## config.mk

```make
export PLATFORM = sky130hd
export DESIGN_NAME = call_load_average_ema_top
export DESIGN_NICKNAME = d
export VERILOG_FILES = /design/src/rtl/clema_pkg.sv /design/src/rtl/clema_step_unit.sv /design/src/rtl/call_load_average_ema_top.sv
export SDC_FILE = /design/constraint.sdc
export NUM_CORES = 2
export LEC_CHECK = 0
export ABC_AREA = 1
export BUFFER_PORTS_ARGS = -buffer_cell sky130_fd_sc_hd__buf_2
export CORE_MARGIN = 2
export CORE_UTILIZATION = 40
export CTS_CLUSTER_DIAMETER = 80
export DETAILED_ROUTE_END_ITERATION = 10
export PLACE_DENSITY = 0.6
export SYNTH_ARGS = -nofsm -noshare
export SYNTH_HDL_FRONTEND = slang
export SYNTH_SLANG_ARGS = --single-unit
```

## constraint.sdc

```tcl
create_clock -name clk_i -period 10.1 [get_ports clk_i]
set_input_delay 2.02 -clock clk_i [delete_from_list [all_inputs] [get_ports clk_i]]
set_output_delay 2.02 -clock clk_i [all_outputs]
set_load 0.02 [all_outputs]
```

## src/rtl/clema_pkg.sv

```systemverilog
// Package for the call load average block: widths, limits, codes and the
// request and response types of the shared decay step unit.
// Depends on nothing; used by the step unit, the top and the testbench.
package clema_pkg;

  // Field widths
  localparam int COUNT_W    = 10;
  localparam int AVG_W      = 34;
  localparam int DECAY_W    = 24;
  localparam int TIME_W     = 32;
  localparam int CAP_W      = 8;
  localparam int INTERVAL_W = 16;

  // Fixed-point settings: decay factors are Q0.24, averages Q10.FRAC_BITS
  localparam int DECAY_FRAC = 24;
  localparam int FRAC_BITS  = 24;

  // Counter ceiling: the smaller of the call limit and the counter range
  localparam int MAX_CALLS = 1023;
  localparam int COUNT_MAX = (1 << COUNT_W) - 1;
  localparam logic [COUNT_W-1:0] COUNT_LIMIT =
    COUNT_W'((MAX_CALLS > COUNT_MAX) ? COUNT_MAX : MAX_CALLS);

  // Register reset values
  localparam logic [DECAY_W-1:0]    DECAY_SHORT_RST = 24'd16497596;
  localparam logic [DECAY_W-1:0]    DECAY_MID_RST   = 24'd16721292;
  localparam logic [DECAY_W-1:0]    DECAY_LONG_RST  = 24'd16758575;
  localparam logic [CAP_W-1:0]      CATCHUP_CAP_RST = 8'd60;
  localparam logic [INTERVAL_W-1:0] INTERVAL_RST    = 16'd900;

  // Operation codes carried on the input tuser
  typedef enum logic [1:0] {
    OP_START     = 2'd0,
    OP_TICK      = 2'd1,
    OP_CALL_UP   = 2'd2,
    OP_CALL_DOWN = 2'd3
  } op_e;

  // Register indexes on the configuration port
  typedef enum logic [2:0] {
    REG_DECAY_SHORT = 3'd0,
    REG_DECAY_MID   = 3'd1,
    REG_DECAY_LONG  = 3'd2,
    REG_CATCHUP_CAP = 3'd3,
    REG_INTERVAL    = 3'd4
  } reg_idx_e;

  // Request to the decay step unit; operands are held until done
  typedef struct packed {
    logic               go;
    logic [AVG_W-1:0]   avg;
    logic [DECAY_W-1:0] decay;
    logic [COUNT_W-1:0] count;
  } step_req_t;

  // Response from the decay step unit
  typedef struct packed {
    logic             done;
    logic [AVG_W-1:0] avg;
  } step_rsp_t;

endpackage

```

## src/rtl/clema_step_unit.sv

```systemverilog
// Decay step unit: one rounded exponential decay step of one average,
// built on a single shared 17 x 25 multiplier and a 64-bit accumulator.
// Depends on clema_pkg.
module clema_step_unit (
  input  logic                 clk_i,
  input  logic                 rst_ni,
  input  clema_pkg::step_req_t req_i,
  output clema_pkg::step_rsp_t rsp_o
);

  localparam int HalfW = clema_pkg::AVG_W / 2;
  localparam int MulAW = clema_pkg::AVG_W - HalfW;
  localparam int MulBW = clema_pkg::DECAY_W + 1;
  localparam int ProdW = MulAW + MulBW;
  localparam int AccW  = 64;

  localparam logic [MulBW-1:0] DecayOne  = MulBW'(1) << clema_pkg::DECAY_FRAC;
  localparam logic [AccW-1:0]  RoundHalf = AccW'(1) << (clema_pkg::DECAY_FRAC - 1);

  typedef enum logic [3:0] {
    SU_IDLE    = 4'b0001,
    SU_MUL_HI  = 4'b0010,
    SU_MUL_CNT = 4'b0100,
    SU_SUM     = 4'b1000
  } su_state_e;

  su_state_e        state_q, state_d;
  logic [MulAW-1:0] mul_a;
  logic [MulBW-1:0] mul_b;
  logic [MulBW-1:0] decay_comp;
  logic [ProdW-1:0] prod_q, prod_d;
  logic [AccW-1:0]  acc_q, acc_d;
  logic [AccW-1:0]  sum;

  assign decay_comp = DecayOne - {1'b0, req_i.decay};

  // Operand selection for the shared multiplier: low half, high half, count
  always_comb begin
    case (state_q)
      SU_IDLE: begin
        mul_a = MulAW'(req_i.avg[HalfW-1:0]);
        mul_b = {1'b0, req_i.decay};
      end
      SU_MUL_HI: begin
        mul_a = req_i.avg[clema_pkg::AVG_W-1:HalfW];
        mul_b = {1'b0, req_i.decay};
      end
      SU_MUL_CNT: begin
        mul_a = MulAW'(req_i.count);
        mul_b = decay_comp;
      end
      default: begin
        mul_a = '0;
        mul_b = '0;
      end
    endcase
  end

  assign prod_d = ProdW'(mul_a) * ProdW'(mul_b);

  // Accumulation of the previous cycle's product at its weight
  always_comb begin
    case (state_q)
      SU_IDLE:    acc_d = RoundHalf;
      SU_MUL_HI:  acc_d = acc_q + AccW'(prod_q);
      SU_MUL_CNT: acc_d = acc_q + (AccW'(prod_q) << HalfW);
      default:    acc_d = acc_q;
    endcase
  end

  // The count term carries the average's fraction weight
  assign sum = acc_q + (AccW'(prod_q) << clema_pkg::FRAC_BITS);

  // Sequencer through the three partial products
  always_comb begin
    case (state_q)
      SU_IDLE:    state_d = req_i.go ? SU_MUL_HI : SU_IDLE;
      SU_MUL_HI:  state_d = SU_MUL_CNT;
      SU_MUL_CNT: state_d = SU_SUM;
      SU_SUM:     state_d = SU_IDLE;
      default:    state_d = SU_IDLE;
    endcase
  end

  always_ff @(posedge clk_i or negedge rst_ni) begin
    if (!rst_ni) begin
      state_q <= SU_IDLE;
    end else begin
      state_q <= state_d;
    end
  end

  always_ff @(posedge clk_i) begin
    prod_q <= prod_d;
    acc_q  <= acc_d;
  end

  assign rsp_o.done = (state_q == SU_SUM);
  assign rsp_o.avg  = sum[clema_pkg::AVG_W+clema_pkg::DECAY_FRAC-1:clema_pkg::DECAY_FRAC];

endmodule

```

## src/rtl/call_load_average_ema_top.sv

```systemverilog
// Top level of the call load average block: configuration registers,
// counter, time marks, the catch-up sequencer and the output register.
// Depends on clema_pkg and clema_step_unit.

// The block keeps an active-call counter and three exponential moving
// averages of it in unsigned Q10.24, and returns one result per input
// transfer. Start, call-up, call-down and a tick that is not later than the
// last one are finished in the cycle of the transfer and their result is
// registered at that edge. A later tick applies min(elapsed seconds,
// catchup_cap) decay steps, with a default cap of 60; in each step the
// three averages are decayed one after another, and the single shared
// 17 x 25 multiplier computes the three partial products of each one in
// turn. The input is not ready while such a tick runs. The reconcile
// check runs after the last step. Input tdata carries now_seconds and
// answered_count, tuser the operation; output tdata carries the averages
// and the counter, tuser the reconciled flag. Configuration is written
// over an APB-style port that is always ready.
module call_load_average_ema_top (
  input  logic          clk_i,
  input  logic          rst_ni,
  // Input stream
  input  logic          s_tvalid_i,
  output logic          s_tready_o,
  input  logic [47:0]   s_tdata_i,   // now_seconds[31:0], answered_count[41:32], zero pad
  input  logic [1:0]    s_tuser_i,   // operation[1:0]
  // Output stream
  output logic          m_tvalid_o,
  input  logic          m_tready_i,
  output logic [111:0]  m_tdata_o,   // load_short[33:0], load_mid[67:34],
                                     // load_long[101:68], active_now[111:102]
  output logic          m_tuser_o,   // reconciled[0]
  // Configuration port
  input  logic          psel,
  input  logic          penable,
  input  logic          pwrite,
  input  logic [4:0]    paddr,
  input  logic [31:0]   pwdata,
  output logic [31:0]   prdata,
  output logic          pready
);

  localparam int CountW    = clema_pkg::COUNT_W;
  localparam int AvgW      = clema_pkg::AVG_W;
  localparam int DecayW    = clema_pkg::DECAY_W;
  localparam int TimeW     = clema_pkg::TIME_W;
  localparam int CapW      = clema_pkg::CAP_W;
  localparam int IntervalW = clema_pkg::INTERVAL_W;
  localparam logic [CountW-1:0] CountLimit = clema_pkg::COUNT_LIMIT;
  localparam logic [1:0] AvgLast = 2'd2;

  typedef enum logic [2:0] {
    ST_IDLE  = 3'b001,
    ST_DECAY = 3'b010,
    ST_RECON = 3'b100
  } top_state_e;

  // Configuration registers
  logic [DecayW-1:0]    decay_short_q, decay_mid_q, decay_long_q;
  logic [CapW-1:0]      cap_q;
  logic [IntervalW-1:0] interval_q;

  // Block state
  top_state_e        state_q;
  logic [CountW-1:0] active_q;
  logic [AvgW-1:0]   avg_short_q, avg_mid_q, avg_long_q;
  logic [TimeW-1:0]  last_tick_q, last_rec_q;
  logic [TimeW-1:0]  now_q;
  logic [CountW-1:0] ans_q;
  logic [CapW-1:0]   steps_q;
  logic [1:0]        sel_q;
  logic              busy_q;

  // Output register
  logic              out_valid_q;
  logic [AvgW-1:0]   out_short_q, out_mid_q, out_long_q;
  logic [CountW-1:0] out_active_q;
  logic              out_rec_q;

  // Input fields
  clema_pkg::op_e    op_in;
  logic [TimeW-1:0]  now_in;
  logic [CountW-1:0] ans_in;

  logic              s_xfer;
  logic              out_free;
  logic [TimeW:0]    tick_diff;
  logic              tick_later;
  logic [CapW-1:0]   steps_in;
  logic [CountW-1:0] count_next;
  logic [TimeW-1:0]  rec_elapsed;
  logic              rec_due;
  logic [CountW-1:0] ans_clamped;
  logic              cfg_wr;
  clema_pkg::reg_idx_e cfg_idx;

  clema_pkg::step_req_t step_req;
  clema_pkg::step_rsp_t step_rsp;

  assign op_in  = clema_pkg::op_e'(s_tuser_i);
  assign now_in = s_tdata_i[TimeW-1:0];
  assign ans_in = s_tdata_i[TimeW+CountW-1:TimeW];

  // Handshakes
  assign out_free   = !out_valid_q || m_tready_i;
  assign s_tready_o = (state_q == ST_IDLE) && out_free;
  assign s_xfer     = s_tvalid_i && s_tready_o;
  assign pready     = 1'b1;
  assign cfg_wr     = psel && penable && pwrite && pready;
  assign cfg_idx    = clema_pkg::reg_idx_e'(paddr[4:2]);

  // Elapsed time since the last tick; the borrow tells whether it is later
  assign tick_diff  = {1'b0, now_in} - {1'b0, last_tick_q};
  assign tick_later = !tick_diff[TimeW] && (tick_diff[TimeW-1:0] != '0);
  assign steps_in   = ((tick_diff[TimeW-1:CapW] != '0) || (tick_diff[CapW-1:0] > cap_q))
                      ? cap_q : tick_diff[CapW-1:0];

  // Counter update for call transfers
  always_comb begin
    case (op_in)
      clema_pkg::OP_CALL_UP:
        count_next = (active_q < CountLimit) ? active_q + CountW'(1) : active_q;
      clema_pkg::OP_CALL_DOWN:
        count_next = (active_q != '0) ? active_q - CountW'(1) : active_q;
      default:
        count_next = active_q;
    endcase
  end

  // Reconcile check after the catch-up steps
  assign rec_elapsed = now_q - last_rec_q;
  assign rec_due     = rec_elapsed >= TimeW'(interval_q);
  assign ans_clamped = (ans_q > CountLimit) ? CountLimit : ans_q;

  // Operands for the step unit, chosen by the average being stepped
  always_comb begin
    step_req.go    = (state_q == ST_DECAY) && !busy_q && (steps_q != '0);
    step_req.count = active_q;
    case (sel_q)
      2'd0: begin
        step_req.avg   = avg_short_q;
        step_req.decay = decay_short_q;
      end
      2'd1: begin
        step_req.avg   = avg_mid_q;
        step_req.decay = decay_mid_q;
      end
      default: begin
        step_req.avg   = avg_long_q;
        step_req.decay = decay_long_q;
      end
    endcase
  end

  clema_step_unit u_step (
    .clk_i  (clk_i),
    .rst_ni (rst_ni),
    .req_i  (step_req),
    .rsp_o  (step_rsp)
  );

  // Configuration writes
  always_ff @(posedge clk_i or negedge rst_ni) begin
    if (!rst_ni) begin
      decay_short_q <= clema_pkg::DECAY_SHORT_RST;
      decay_mid_q   <= clema_pkg::DECAY_MID_RST;
      decay_long_q  <= clema_pkg::DECAY_LONG_RST;
      cap_q         <= clema_pkg::CATCHUP_CAP_RST;
      interval_q    <= clema_pkg::INTERVAL_RST;
    end else if (cfg_wr) begin
      case (cfg_idx)
        clema_pkg::REG_DECAY_SHORT: decay_short_q <= pwdata[DecayW-1:0];
        clema_pkg::REG_DECAY_MID:   decay_mid_q   <= pwdata[DecayW-1:0];
        clema_pkg::REG_DECAY_LONG:  decay_long_q  <= pwdata[DecayW-1:0];
        clema_pkg::REG_CATCHUP_CAP: cap_q         <= pwdata[CapW-1:0];
        clema_pkg::REG_INTERVAL:    interval_q    <= pwdata[IntervalW-1:0];
        default: ;
      endcase
    end
  end

  // Configuration reads
  always_comb begin
    case (cfg_idx)
      clema_pkg::REG_DECAY_SHORT: prdata = 32'(decay_short_q);
      clema_pkg::REG_DECAY_MID:   prdata = 32'(decay_mid_q);
      clema_pkg::REG_DECAY_LONG:  prdata = 32'(decay_long_q);
      clema_pkg::REG_CATCHUP_CAP: prdata = 32'(cap_q);
      clema_pkg::REG_INTERVAL:    prdata = 32'(interval_q);
      default:                    prdata = '0;
    endcase
  end

  // Sequencer, counter, averages and time marks
  always_ff @(posedge clk_i or negedge rst_ni) begin
    if (!rst_ni) begin
      state_q     <= ST_IDLE;
      active_q    <= '0;
      avg_short_q <= '0;
      avg_mid_q   <= '0;
      avg_long_q  <= '0;
      last_tick_q <= '0;
      last_rec_q  <= '0;
      steps_q     <= '0;
      sel_q       <= '0;
      busy_q      <= 1'b0;
    end else begin
      case (state_q)
        ST_IDLE: begin
          if (s_xfer) begin
            case (op_in)
              clema_pkg::OP_START: begin
                last_tick_q <= now_in;
                last_rec_q  <= now_in;
              end
              clema_pkg::OP_TICK: begin
                if (tick_later) begin
                  last_tick_q <= now_in;
                  steps_q     <= steps_in;
                  sel_q       <= '0;
                  state_q     <= ST_DECAY;
                end
              end
              default: active_q <= count_next;
            endcase
          end
        end
        ST_DECAY: begin
          if (step_req.go) begin
            busy_q <= 1'b1;
          end
          if (step_rsp.done) begin
            busy_q <= 1'b0;
            case (sel_q)
              2'd0:    avg_short_q <= step_rsp.avg;
              2'd1:    avg_mid_q   <= step_rsp.avg;
              default: avg_long_q  <= step_rsp.avg;
            endcase
            if (sel_q == AvgLast) begin
              sel_q   <= '0;
              steps_q <= steps_q - CapW'(1);
            end else begin
              sel_q <= sel_q + 2'd1;
            end
          end
          if (!busy_q && (steps_q == '0)) begin
            state_q <= ST_RECON;
          end
        end
        ST_RECON: begin
          if (out_free) begin
            if (rec_due) begin
              active_q   <= ans_clamped;
              last_rec_q <= now_q;
            end
            state_q <= ST_IDLE;
          end
        end
        default: state_q <= ST_IDLE;
      endcase
    end
  end

  // Tick operands held for the reconcile check
  always_ff @(posedge clk_i) begin
    if (s_xfer) begin
      now_q <= now_in;
      ans_q <= ans_in;
    end
  end

  // Output register: loaded when an item finishes, cleared by a transfer
  always_ff @(posedge clk_i or negedge rst_ni) begin
    if (!rst_ni) begin
      out_valid_q <= 1'b0;
    end else if ((s_xfer && !(op_in == clema_pkg::OP_TICK && tick_later)) ||
                 (state_q == ST_RECON && out_free)) begin
      out_valid_q <= 1'b1;
    end else if (m_tready_i) begin
      out_valid_q <= 1'b0;
    end
  end

  always_ff @(posedge clk_i) begin
    if (s_xfer && !(op_in == clema_pkg::OP_TICK && tick_later)) begin
      out_short_q  <= avg_short_q;
      out_mid_q    <= avg_mid_q;
      out_long_q   <= avg_long_q;
      out_active_q <= count_next;
      out_rec_q    <= 1'b0;
    end else if (state_q == ST_RECON && out_free) begin
      out_short_q  <= avg_short_q;
      out_mid_q    <= avg_mid_q;
      out_long_q   <= avg_long_q;
      out_active_q <= rec_due ? ans_clamped : active_q;
      out_rec_q    <= rec_due;
    end
  end

  assign m_tvalid_o = out_valid_q;
  assign m_tdata_o  = {out_active_q, out_long_q, out_mid_q, out_short_q};
  assign m_tuser_o  = out_rec_q;

`ifndef SYNTHESIS
  // The counter never passes its ceiling
  assert property (@(posedge clk_i) disable iff (!rst_ni) active_q <= CountLimit)
    else $error("active call counter above its limit");

  // The step unit only works while the catch-up sequence runs
  assert property (@(posedge clk_i) disable iff (!rst_ni) busy_q |-> (state_q == ST_DECAY))
    else $error("step unit busy outside the catch-up sequence");

  // A step result only arrives for a step that was launched
  assert property (@(posedge clk_i) disable iff (!rst_ni) step_rsp.done |-> busy_q)
    else $error("step result without a launched step");

  // Non-tick transfers give their result at the next edge
  assert property (@(posedge clk_i) disable iff (!rst_ni)
                   (s_xfer && (op_in != clema_pkg::OP_TICK)) |=> out_valid_q)
    else $error("result of an immediate item was not registered");

  // The remaining step count never exceeds the catch-up cap
  assert property (@(posedge clk_i) disable iff (!rst_ni)
                   (state_q == ST_DECAY) |-> (steps_q <= cap_q))
    else $error("catch-up step count above the cap");
`endif

endmodule

```

After elaboration in Yosys (flattened, before gate mapping)
Cells that the tools add are included.
{"block": "totals", "register_bits": 552, "inputBits": 94, "out_inout_bits": 148, "wordCells": 174}
{"block": "op_classes", "add_sub_neg": 10, "mul": 1, "order_cmp": 4, "eq_ne": 27, "muxes": 54, "bitwise_logic": 1, "n_reduce_logical": 51}
{"operator": "34-bit two-way mux", "n": 6}
{"operator": "64-bit one-hot mux with 3 select lines", "n": 1}
{"operator": "32-bit two-way mux", "n": 5}
{"operator": "32-bit one-hot mux with 2 select lines", "n": 2}
{"operator": "24-bit one-hot mux with 5 select lines", "n": 1}
{"operator": "58-bit one-hot mux with 2 select lines", "n": 1}
{"operator": "10-bit two-way mux", "n": 9}
{"operator": "64-bit by 42-bit adder with 64-bit output", "n": 1}
{"operator": "64-bit by 59-bit adder with 64-bit output", "n": 1}
{"operator": "58-bit adder", "n": 1}
{"operator": "17-bit one-hot mux with 3 select lines", "n": 1}
{"operator": "25-bit one-hot mux with 2 select lines", "n": 1}
{"operator": "8-bit two-way mux", "n": 6}
{"operator": "17-bit by 25-bit multiplier with 42-bit output", "n": 1}
{"operator": "10-bit one-hot mux with 2 select lines", "n": 2}
{"operator": "32-bit by 32-bit subtractor with 33-bit output", "n": 1}
{"operator": "32-bit by 16-bit >= comparator with 1-bit output", "n": 1}
{"operator": "32-bit nonzero test", "n": 1}
{"operator": "32-bit subtractor", "n": 1}
{"operator": "25-bit by 24-bit subtractor with 25-bit output (first input constant)", "n": 1}
{"operator": "24-bit nonzero test", "n": 1}
{"operator": "8-bit one-hot mux with 2 select lines", "n": 1}
{"operator": "3-bit two-way mux", "n": 5}
{"operator": "5-bit AND reduction", "n": 3}
{"operator": "39 further kinds", "n": 94}

Logic depth before layout (Yosys ltp)
{"block": "logic_depth", "depth_word": 8, "depth_mapped": 46}

Cells and area by module
A second synthesis with hierarchy kept.
{"block": "hier_totals", "cells_unflattened": 7151, "area_unflattened_um2": 51727.1}
{"mod": "clema_step_unit", "instances": 1, "cells_per_inst": 4142, "area_per_inst_um2": 27516.4, "seq_area_each_um2": 2683.8}
{"mod": "call_load_average_ema_top", "instances": 1, "cells_per_inst": 3009, "area_per_inst_um2": 24210.7, "seq_area_each_um2": 11901.4}

Worst setup path after synthesis
OpenSTA, ideal clock, no wires.
{"block": "synth_timing", "path_type": "input-to-reg", "startpoint": "in m_tready_i", "endpoint": "reg out_active_q[0] (enable)", "setup_time_ps": 738, "arrival_ps": 9967, "required_ps": 9362, "setup_slack_ps": -605, "stages": 2, "path_buffers": 0, "cell_sequence": "nor2_1 > o21ai_0"}
{"block": "synth_between", "elab_chain_cells": 5}
{"item": "from (decl)", "line": "call_load_average_ema_top.sv:28", "rtl": "input logic m_tready_i,"}
{"item": "1-bit logical OR (*)", "line": "call_load_average_ema_top.sv:104", "rtl": "assign out_free = !out_valid_q || m_tready_i;"}
{"item": "1-bit logical AND", "line": "call_load_average_ema_top.sv:105", "rtl": "assign s_tready_o = (state_q == ST_IDLE) && out_free;"}
{"item": "1-bit logical AND", "line": "call_load_average_ema_top.sv:106", "rtl": "assign s_xfer = s_tvalid_i && s_tready_o;"}
{"item": "1-bit logical AND", "line": "call_load_average_ema_top.sv:284", "rtl": "if (s_xfer && !(op_in == clema_pkg::OP_TICK && tick_later)) begin"}
{"item": "2-bit nonzero test (no source line) (*)"}
{"item": "to (signal assigned)", "line": "call_load_average_ema_top.sv:288", "rtl": "out_active_q <= count_next;"}
{"item": "to (signal assigned)", "line": "call_load_average_ema_top.sv:294", "rtl": "out_active_q <= rec_due ? ans_clamped : active_q;"}
{"item": "to (decl)", "line": "call_load_average_ema_top.sv:76", "rtl": "logic [CountW-1:0] out_active_q;"}
Mark *: on every way between the ends. The rest lies on a longest branch, timed or not.
A chain may end at the register's enable or synchronous reset.

Worst setup path after layout
{"block": "layout_timing", "startpoint": "reg sel_q[1]", "endpoint": "reg u_step.prod_q[38]"}
{"block": "layout_between", "elab_chain_cells": 5}
{"item": "from (decl)", "line": "call_load_average_ema_top.sv:70", "rtl": "logic [1:0] sel_q;"}
{"item": "from (signal assigned)", "line": "call_load_average_ema_top.sv:242", "rtl": "sel_q <= sel_q + 2'd1;"}
{"item": "2-bit by 1-bit equality test with 1-bit output or 2-bit zero test (tied branches)", "line": "call_load_average_ema_top.sv:138", "rtl": "case (sel_q)"}
{"item": "58-bit one-hot mux with 2 select lines (*)", "line": "call_load_average_ema_top.sv:138"}
{"item": "25-bit by 24-bit subtractor with 25-bit output", "line": "clema_step_unit.sv:35", "rtl": "assign decay_comp = DecayOne - {1'b0, req_i.decay};"}
{"item": "25-bit one-hot mux with 2 select lines", "line": "clema_step_unit.sv:39", "rtl": "case (state_q)"}
{"item": "17-bit by 25-bit multiplier with 42-bit output (*)", "line": "clema_step_unit.sv:59", "rtl": "assign prod_d = ProdW'(mul_a) * ProdW'(mul_b);"}
{"item": "via u_step.prod_d[38]", "line": "clema_step_unit.sv:31", "rtl": "logic [ProdW-1:0] prod_q, prod_d;"}
{"item": "to (signal assigned)", "line": "clema_step_unit.sv:94", "rtl": "prod_q <= prod_d;"}
{"item": "to (decl)", "line": "clema_step_unit.sv:31"}
The timed path passes the listed nets; every way through them passes the cells marked *.

==> results_dict.tcl <==
set metrics [dict create \
    synth_edf_count 212 \
    placementRows 128 \
    max-vdd-ir-drop_mv 0.303 \
    cts_inserted_buffers 66 \
    clkTransAtPathRegs_ns 0.06 \
    critPathKind "reg -> reg" \
    max_stage_delay_ns 0.64 \
    dieHeight_um 355 \
    grt_pass1_wl_um 257000 \
    power.internal_mw 5.46 \
    seqPwrFrac_pct 31.5 \
    slowest_stage "dfrtp_2" \
    die_area_sq_um 126000 \
    cap_violations 0 \
    via_count 44100 \
    cts_setup_buffers 0 \
    ant_nets 0 \
    yosysWarnings 0 \
    placed_cells 8304 \
    grt-ovfl-total 0 \
    ys_top_cells_by_count "nand2_1 (1925), inv_1 (1105), nor2_1 (497), o21ai_0 (405), fa_1 (349)" \
    crit_arrival_ns 9.99 \
    htreeDepth 3 \
    drive_above_1_share_pct 8.13 \
    post_cts_resized 0 \
    p_clk_share_pct 24.8 \
    place_area_sq_um 52100 \
    antenna_found_initial 6 \
    p_total_mw 9.82 \
    fmax_mhz 106 \
    yosys.area.top_type "nand2_1" \
    hold_violations 0 \
    cp.buffers_inverters 10 \
    async_flop_share_pct 53.3 \
    cts_tree "done" \
    final_cells 8425 \
    path_delay_family "adder cells" \
    hpwlAfterDp_um 134000 \
    worstPathRequired_ns 10.69 \
    synth.most_common_cell "nand2_1" \
    ioPinCount 242 \
    portBuffers 216 \
    p_leak_nw 27.0 \
    crit_fanout 24 \
    via_per_inst 5.24 \
    avgRoutedWirePerCell_um 20.0 \
    status "finished clean" \
    synth_cell_type_count 68 \
    combinationalPowerShare_pct 43.6 \
    holdCritPathClass "reg -> reg" \
    crit_path_start_kind "flip-flop" \
    synthFlopType "dfrtp_1" \
    drc 0 \
    final-max-slew-violation-count 0 \
    whs_ns 0.445 \
    gr-usage-all-layers_pct 26.6 \
    ys_seq_area_share_pct 29.7 \
    drt-total-wl_um 169000 \
    grt_max_degree 151 \
    worstMarginPinSlew_ns 1.15 \
    rsz0062_at_grt "false" \
    first_pass_iters 6 \
    setup_viol 0 \
    switchingPower_mw 4.37 \
    areaGrowthSynthToFinish_pct 10.6 \
    grt_pass1_vias 42700 \
    place.gp.congestion 1.01 \
    p_per_area_nw_per_um2 181 \
    drt_first_iter_violations 3662 \
    end_kind "flip-flop" \
    fin_crit_ns 9.40 \
    clock_latency_ns 0.68 \
    fin_nets 7512 \
    core_sq_um 122000 \
    avgSynthCellArea_sq_um 7.50 \
    switching_share_pct 44.5 \
    dieWidth_um 355 \
    synth-seq-cells 546 \
    crit_path_frequent_cell "nand2_1" \
    fin_tns_setup_ns 0 \
    start_util_pct 40.3 \
    clk_path_buf_depth 3 \
    skew_ns 0.0477 \
    stdcell_area_sq_um 54400 \
    synth_cells 6550 \
    max-slew-margin-rel_pct 22.9 \
    synth_top_cells_by_area "nand2_1 (15%), fa_1 (14%), edfxtp_1 (13%)" \
    netlist_area_sq_um 49200 \
    cts_hold_buffers 0 \
    cts.root.buffer_cell "clkbuf_16" \
    synth.top_cell.area_share_pct 14.7 \
    period_share_pct 93.1 \
    clock-sinks 546 \
]
## worst reg2reg max path, delay by kind of cell (launching register included)
family                     cells  cell delay (ns)
DFF                            1             0.64
AOI/OAI and AO/OA              2             0.87
xor gates and xnor gates       1             0.18
buffers and inverters         10             1.18
adders and majority gates      8             3.64
and+or+nand+nor               20             2.80
## stage by stage
step | utilization [%] | worst slack, ns
after detailed placement | 42.8 | 0.777
after global placement | 42.8 | 0.878
after floorplan | - | 1.91
final | 44.6 | 0.698
after CTS | 44.6 | 0.750
after global routing | 44.6 | 0.0260
## registers in the layout, indices dropped and copies added, names as in the netlist, 16 cells and up
name and flops:
u_step.acc_q 58, u_step.prod_q 42, avg_long_q 34, avg_mid_q 34, avg_short_q 34, out_long_q 34, out_mid_q 34, out_short_q 34
last_rec_q 32, last_tick_q 32, now_q 32, decay_long_q 24, decay_mid_q 24, decay_short_q 24, interval_q 16
## layout make-up
cell class	count	area [sq um]
Fill cell	12400	67500
Clock buffer	90	1880
Timing Repair Buffer	287	1650
Tap cell	1625	2030
Antenna cell	1	2.50
Clock inverter	30	340
Multi-Input combinational cell	4715	29600
Inverter	1131	4250
Sequential cell	546	14600
## power by group through the flow
stage	sequential, mW	clock, mW	combinational (mW)
2_1_floorplan	3.16	0	2.84
3_3_place_gp	3.13	0	4.18
3_5_place_dp	3.13	0	4.23
4_1_cts	3.10	2.48	4.25
5_1_grt	3.14	2.56	4.79
6_report	3.10	2.44	4.29
## routing by layer
layer | up-vias | share of wire, % | global-route usage [%]
met3 | 319 | 6.8 | 4.56
met2 | 1526 | 47 | 44.0
met5 | - | 0.024 | 0
met4 | 6 | 4.4 | 10.5
li1 | 21200 | - | -
met1 | 21100 | 42 | 34.7
## cell usage in the layout, fill, tap and decap left out, types with 14 or more instances in the layout
cell / n
and3_1: 14
fa_1: 349
o21a_1: 20
a22oi_1: 17
nand3_1: 312
o21bai_1: 17
ha_1: 322
buf_2: 215
edfxtp_1: 212
dfxtp_1: 43
inv_1: 1105
o21ai_1: 24
clkbuf_1: 14
inv_2: 18
dfrtp_1: 229
conb_1: 16
xor2_1: 72
o21ai_0: 403
a31oi_1: 50
nor3_1: 38
nor2_1: 496
nand2_1: 1924
buf_4: 69
xnor2_1: 48
o221ai_1: 18
dfstp_2: 61
clkbuf_16: 70
nand4_1: 59
a21o_1: 19
or2_2: 22
a21oi_1: 306
## worst paths after layout
kind                                 start                end  slack (ns)  depth (start not counted)
min in group asynchronous           rst_ni    last_tick_q[20]        1.35                          1
setup reg to reg                  sel_q[1]  u_step.prod_q[38]        0.70                         41
hold reg to reg            avg_short_q[26]    out_short_q[26]        0.44                          0
hold / removal             avg_short_q[26]    out_short_q[26]        0.44                          0
setup / recovery                  sel_q[1]  u_step.prod_q[38]        0.70                         41
max in group asynchronous           rst_ni    avg_short_q[25]        7.37                          2
## cell families (layout without fill, tap and decap cells)
group / count (synthesis) / after routing / synth area share, %
other: 2 / 17 / 0.0153
buffers and inverters: 1303 / 1538 / 10.3
flip-flops: 546 / 546 / 29.7
AO/OA/AOI/OAI: 959 / 959 / 11.0
AND/OR/NAND/NOR: 2949 / 2949 / 24.5
XOR/XNOR: 120 / 120 / 2.14
adder cells (fa/ha/maj): 671 / 671 / 22.4
Note: power is estimated with default switching activity, not from simulation.
